**config.mk**
```make
export PLATFORM = sky130hd
export DESIGN_NAME = kmc_window
export DESIGN_NICKNAME = d
export VERILOG_FILES = /design/src/rtl/kmc_pkg.sv /design/src/rtl/kmc_window.sv
export SDC_FILE = /design/constraint.sdc
export NUM_CORES = 1
export LEC_CHECK = 0
export BUFFER_PORTS_ARGS = -buffer_cell sky130_fd_sc_hd__buf_2
export CAP_MARGIN = 10
export CORE_MARGIN = 4
export CORE_UTILIZATION = 54
export CTS_CLUSTER_SIZE = 14
export DETAILED_ROUTE_END_ITERATION = 7
export PLACE_DENSITY = 0.73
export SLEW_MARGIN = 20
export SYNTH_ARGS = -nofsm -noshare
export SYNTH_HDL_FRONTEND = slang
export SYNTH_SLANG_ARGS = --single-unit
```
**constraint.sdc**
```tcl
create_clock -name i_clk -period 5 [get_ports i_clk]
set_clock_uncertainty 0.15 [all_clocks]
set_input_delay 0.75 -clock i_clk [delete_from_list [all_inputs] [get_ports i_clk]]
set_output_delay 0.75 -clock i_clk [all_outputs]
set_load 0.02 [all_outputs]
```
**src/rtl/kmc_pkg.sv**
```systemverilog
// ----------------------------------------------------------------------------
// kmc_pkg
// Shared types, constants and the base decoder of the k-mer occurrence counter.
// ----------------------------------------------------------------------------
package kmc_pkg;

    // Fixed widths of the external fields.
    localparam int KSIZE_W    = 4;
    localparam int POS_W      = 32;
    localparam int CODE_W     = 20;
    localparam int COUNT_W    = 32;
    localparam int APB_ADDR_W = 3;
    localparam int APB_DATA_W = 32;

    localparam logic [KSIZE_W-1:0] KSIZE_RESET = 4'd10;
    localparam logic [KSIZE_W-1:0] RUN_MAX     = 4'd15;

    // Register index, taken from the word address bits of paddr.
    localparam logic REG_KMER_SIZE = 1'b0;

    // Opcodes of the input word.
    localparam logic OP_COUNT = 1'b0;
    localparam logic OP_QUERY = 1'b1;

    // ASCII codes of the four bases, both cases.
    localparam logic [7:0] CH_A_UP = 8'h41;
    localparam logic [7:0] CH_C_UP = 8'h43;
    localparam logic [7:0] CH_G_UP = 8'h47;
    localparam logic [7:0] CH_T_UP = 8'h54;
    localparam logic [7:0] CH_A_LO = 8'h61;
    localparam logic [7:0] CH_C_LO = 8'h63;
    localparam logic [7:0] CH_G_LO = 8'h67;
    localparam logic [7:0] CH_T_LO = 8'h74;

    localparam logic [1:0] BASE_A = 2'd0;
    localparam logic [1:0] BASE_C = 2'd1;
    localparam logic [1:0] BASE_G = 2'd2;
    localparam logic [1:0] BASE_T = 2'd3;

    typedef enum logic [2:0] {
        ST_CLEAR,
        ST_IDLE,
        ST_FWD,
        ST_REV,
        ST_QRY
    } t_state;

    typedef struct packed {
        logic       ok;
        logic [1:0] code;
    } t_base;

    // Status of the window after the base of the current word.
    typedef struct packed {
        logic base_ok;
        logic full;
    } t_win_flags;

    function automatic t_base base_code(input logic [7:0] ch);
        t_base b;
        b.ok = 1'b1;
        case (ch)
            CH_A_UP, CH_A_LO: b.code = BASE_A;
            CH_C_UP, CH_C_LO: b.code = BASE_C;
            CH_G_UP, CH_G_LO: b.code = BASE_G;
            CH_T_UP, CH_T_LO: b.code = BASE_T;
            default: begin
                b.ok   = 1'b0;
                b.code = BASE_A;
            end
        endcase
        return b;
    endfunction

endpackage

```
**src/rtl/kmc_window.sv**
```systemverilog
// ----------------------------------------------------------------------------
// kmc_window
// Rolling forward and reverse-complement windows, run length and position.
// Gives the table keys of the word being accepted.
// ----------------------------------------------------------------------------
module kmc_window #(
    parameter int MAX_KMER = 10
) (
    input  logic                          i_clk,
    input  logic                          i_rst_n,
    input  logic                          i_take,
    input  logic                          i_first,
    input  logic [7:0]                    i_base_char,
    input  logic [kmc_pkg::KSIZE_W-1:0]   i_kmer_size,
    output logic [2*MAX_KMER-1:0]         o_fwd_key,
    output logic [2*MAX_KMER-1:0]         o_rev_key,
    output logic [kmc_pkg::POS_W-1:0]     o_start,
    output kmc_pkg::t_win_flags           o_flags
);
    import kmc_pkg::*;

    localparam int TW = 2 * MAX_KMER;

    logic [TW-1:0]      r_fwd, r_rev;
    logic [KSIZE_W-1:0] r_run;
    logic [POS_W-1:0]   r_pos;

    logic [TW-1:0]      fwd_base, rev_base, fwd_new, rev_new, key_mask;
    logic [KSIZE_W-1:0] run_base, run_new, k, k_diff;
    logic [KSIZE_W:0]   shamt;
    logic [POS_W-1:0]   pos_base;
    t_base              b;

    always_comb begin
        b        = base_code(i_base_char);
        fwd_base = i_first ? '0 : r_fwd;
        rev_base = i_first ? '0 : r_rev;
        run_base = i_first ? '0 : r_run;
        pos_base = i_first ? '0 : r_pos;

        // Newest base enters the low end of the forward window and, as its
        // complement, the high end of the reverse window.
        fwd_new = TW'({fwd_base, b.code});
        rev_new = TW'({~b.code, rev_base} >> 2);
        run_new = (run_base == RUN_MAX) ? run_base : run_base + KSIZE_W'(1);

        if (i_kmer_size == '0) begin
            k = KSIZE_W'(1);
        end else if (i_kmer_size > KSIZE_W'(MAX_KMER)) begin
            k = KSIZE_W'(MAX_KMER);
        end else begin
            k = i_kmer_size;
        end
        k_diff   = KSIZE_W'(MAX_KMER) - k;
        shamt    = {k_diff, 1'b0};
        key_mask = {TW{1'b1}} >> shamt;

        o_fwd_key     = fwd_new & key_mask;
        o_rev_key     = rev_new >> shamt;
        o_start       = pos_base - POS_W'(k) + POS_W'(1);
        o_flags.base_ok = b.ok;
        o_flags.full    = b.ok && (run_new >= k);
    end

    always_ff @(posedge i_clk) begin
        if (!i_rst_n) begin
            r_fwd <= '0;
            r_rev <= '0;
            r_run <= '0;
            r_pos <= '0;
        end else if (i_take) begin
            r_pos <= pos_base + POS_W'(1);
            if (b.ok) begin
                r_fwd <= fwd_new;
                r_rev <= rev_new;
                r_run <= run_new;
            end else begin
                r_fwd <= '0;
                r_rev <= '0;
                r_run <= '0;
            end
        end
    end

endmodule

```
==> key figures <==
Status
  • Status: completed

Worst hold path
  • Hold Crit Start: r_pos[29]
  • Hold Path Class: reg2reg
  • Hold depth: 2
  • Worst hold endpoint: r_pos[29]

Clock network
  • Post-CTS setup buffer count: 0
  • CTS Buf Count: 9
  • Clock Latency Late Sink: between 0.3 and 0.4 ns
  • CTS tree: built
  • H-Tree Depth: 3
  • Clock buffer depth: 2
  • Root Driver: clkbuf_16
  • Clock sinks: 72
  • Worst-path clk slew: 0.05 ns

Logic synthesis
  • Mapped Nets: 953
  • Synth Area per Inst: a little under 8 µm²
  • FF+latch count, synth: 72
  • Primary FF master, synth: dfxtp_1
  • Sequential fraction of the synthesis area: a little over a fifth
  • Yosys warning total: 0
  • Synth async-reset ratio: 0%
  • Synth Instances: 867
  • Distinct cells, synth: 77
  • Post-Syn Area: around 0.0067 mm²
  • Number of synthesized flops with an enable pin: 0

Critical path
  • CP Cell Sequence: buf_2, a21oi_1, inv_1, ha_1, inv_1, ha_1, inv_1, fa_1, nor2b_1, o31a_1, nand3_1, nand2_2, a311oi_2, o311ai_1, xnor2_1, buf_2
  • R2R depth: 8
  • CP max stage delay: just over 0.4 ns
  • WP data arrival: 3.85 ns
  • CP dominant cell by count: inv_1
  • Flop2flop setup slack: 2.48 ns
  • Critical Path Sink Type: output port
  • CP max-delay cell: fa_1
  • Setup Crit Path Kind: in2out
  • CP max FO: 4
  • CP startpoint kind: input pin
  • Worst EP required: 4.10 ns
  • Worst r2r src: r_pos[0]
  • Worst r2r dst: r_pos[30]

Floorplan
  • Die area: roughly 0.014 mm²
  • Row Count: 40
  • Core Box Area: between 0.01 and 0.015 mm²
  • I/O pins: 90
  • Die H: 119 µm
  • Die X: 119 µm
  • Starting density of the core: between 50 and 60%

Pwr
  • Power Total: 1.45 mW
  • Int Pwr: around 1.0 mW
  • Power Density: 193 mW/mm²
  • Comb power frac: approximately a fifth
  • Clock share of power: 41.0%
  • Reg power frac: 39.8%
  • Switching portion of total power: 28.8%
  • Leak pwr: 3.67 nW
  • Sw Pwr: 417 µW
  • Worst vdd ir: 233 µV

Placement
  • RePlAce Congestion: 0.879
  • DP HPWL: 11900 µm
  • Pre-CTS WS: 0.230 ns
  • Inst Count DP: 1092
  • Port Buffer Count: 88

STA
  • Hold Vio Cnt, Final: 0
  • Setup violators final: 0
  • Worst rel slew slack: 33.7%
  • Hold WS: 0.360 ns
  • Max-slew violations: 0
  • RSZ-0062 raised after global routing: false
  • Setup ws final: ~0.25 ns
  • Final Cycle Share: 94.9%
  • Post-layout minimum cycle time: 4.75 ns
  • Fmax: 211 MHz
  • Worst slew pin tran: 0.992 ns
  • Fin Setup TNS: 0 ns

Detailed routing
  • Top layer in use: met4
  • Wire length on met2: 7250 µm
  • Met3 wire length: 620 µm
  • DRC violations left: 0
  • Post-DRT Antenna Nets: 0
  • WL/cell: 14.5 µm
  • Drt via density: 5.59
  • DR iter-0 viols: 428
  • Via count: 6188
  • 1st-pass router iterations: 5
  • Final wirelength: 16100 µm
  • Metal-1 WL: 7990 µm

Finish
  • Non-filler instance count after layout: 1107
  • Final Net Count: 1021
  • # diodes: 0
  • Area Growth Syn to Fin: 12.5%
  • Layout cells sized above 1: 14.5%

Global routing
  • Largest net degree at the start of global routing: 75
  • Initial antenna violation count: 0
  • First-pass GRT wire length: 27400 µm
  • Vias in the first global route: 5604
  • GRT Total Usage: between 20% and 30%
  • Grt ovf: 0

Run
  • Max Cap Viol: 0
-- placed cells by master, fill, tap and decap left out, types with 13 or more instances in the layout --
cell type	instances
a21o_1	13
a21oi_1	57
a22o_1	19
and2_1	55
buf_2	87
buf_4	16
dfxtp_1	72
ha_1	69
inv_1	44
mux2i_1	16
nand2_1	82
nand2b_1	36
nand3_1	20
nor2_1	51
nor2b_1	42
nor3_1	13
o21ai_0	28
xnor2_1	26
xor2_1	26
-- worst max-delay path: cells and delay by family --
| kind | cells | cell delay (ns) |
|---|---|---|
| AOI/OAI and AO/OA | 4 | 0.92 |
| xor gates and xnor gates | 1 | 0.15 |
| adders and majority gates | 3 | 0.92 |
| buffers and inverters | 5 | 0.57 |
| and+or+nand+nor | 3 | 0.54 |
-- worst max path at each step --
| stage | start | end | slack [ns] | cells past startpoint |
|---|---|---|---|---|
| after floorplan | i_first | o_start[19] | 0.20 | 14 |
| after global placement | i_kmer_size[2] | o_start[31] | 0.25 | 16 |
| after detailed placement | i_kmer_size[2] | o_start[31] | 0.23 | 16 |
| after CTS | i_kmer_size[2] | o_start[31] | 0.22 | 16 |
| after global routing | i_kmer_size[2] | o_start[19] | 0.04 | 16 |
| final | i_kmer_size[2] | o_start[31] | 0.25 | 16 |
-- area by class of cell --
class,count,area [µm²]
inverters,46,174
well taps,168,210
clock inverters,3,17.5
multi-input cells,703,4870
repair buffers,103,556
flip-flops and latches,72,1440
fillers,1134,4540
clock buffers,12,256
-- Yosys cell counts, drive strengths merged (2+ instances only) --
cell type,instances,area share (%)
a211oi,11,1.2
o21bai,6,0.67
o211ai,4,0.45
nor3b,13,1.5
or3,5,0.47
a21o,13,1.5
ha,69,13
nand4,11,1.3
a21oi,57,4.3
xnor2,26,3.4
or2,4,0.37
nand2,83,4.7
inv,44,2.5
a41oi,2,0.26
o211a,3,0.45
clkinv,2,0.13
o22ai,8,0.75
nand3,20,1.5
o311ai,3,0.39
a31oi,5,0.47
o21a,10,1.1
a2bb2oi,2,0.26
a21boi,8,0.90
buf,11,1.1
and2,56,5.2
a311oi,3,0.49
clkbuf,35,2.0
a22o,19,2.5
nor2b,42,3.9
o31ai,3,0.34
nand2b,36,3.4
nor2,51,2.9
and4,4,0.56
xor2,26,3.4
o21ai,29,2.2
nor3,14,1.1
a211o,2,0.26
dfxtp,72,22
mux2,5,0.84
and3,12,1.1
mux2i,16,2.4
-- per-stage QoR --
step                      util (%)  cell area [µm²]
after floorplan                  -             6690
after global placement        60.1             7240
after detailed placement      60.1             7240
after CTS                     62.3             7520
after global routing          62.4             7520
final                         62.4             7520
-- power groups by stage --
stage               clock (mW)  sequential (mW)  combinational (mW)
floorplan                    0            0.589               0.195
global placement             0            0.589               0.275
detailed placement           0            0.589               0.276
CTS                      0.610            0.576               0.277
global route             0.634            0.576               0.304
finish                   0.594            0.576               0.278
-- cells by family after synthesis --
| kind of cell | after synthesis | synth area share (%) |
|---|---|---|
| muxes | 21 | 3.24 |
| xor gates and xnor gates | 52 | 6.81 |
| AOI/OAI and AO/OA | 201 | 20.3 |
| buffers and inverters | 92 | 5.67 |
| and+or+nand+nor | 358 | 29.1 |
| DFF | 72 | 21.6 |
| adders and majority gates | 71 | 13.4 |
-- flip-flops by register name (all words and copies together) (netlist names) --
signal  count
r_run       4
r_fwd      18
r_pos      32
r_rev      18
-- layer usage --
layer | vias up | global-route usage, %
li1 | 3155 | -
met1 | 2880 | 33.3
met2 | 137 | 34.9
met3 | 16 | 2.56
met4 | 0 | 5.87
met5 | - | 0
-- what timing repair did --
action,CTS,global route
resized for setup,0,1
hold buffers,0,0
setup endpoints to repair,0,1
(Power assumes the default switching activity.)
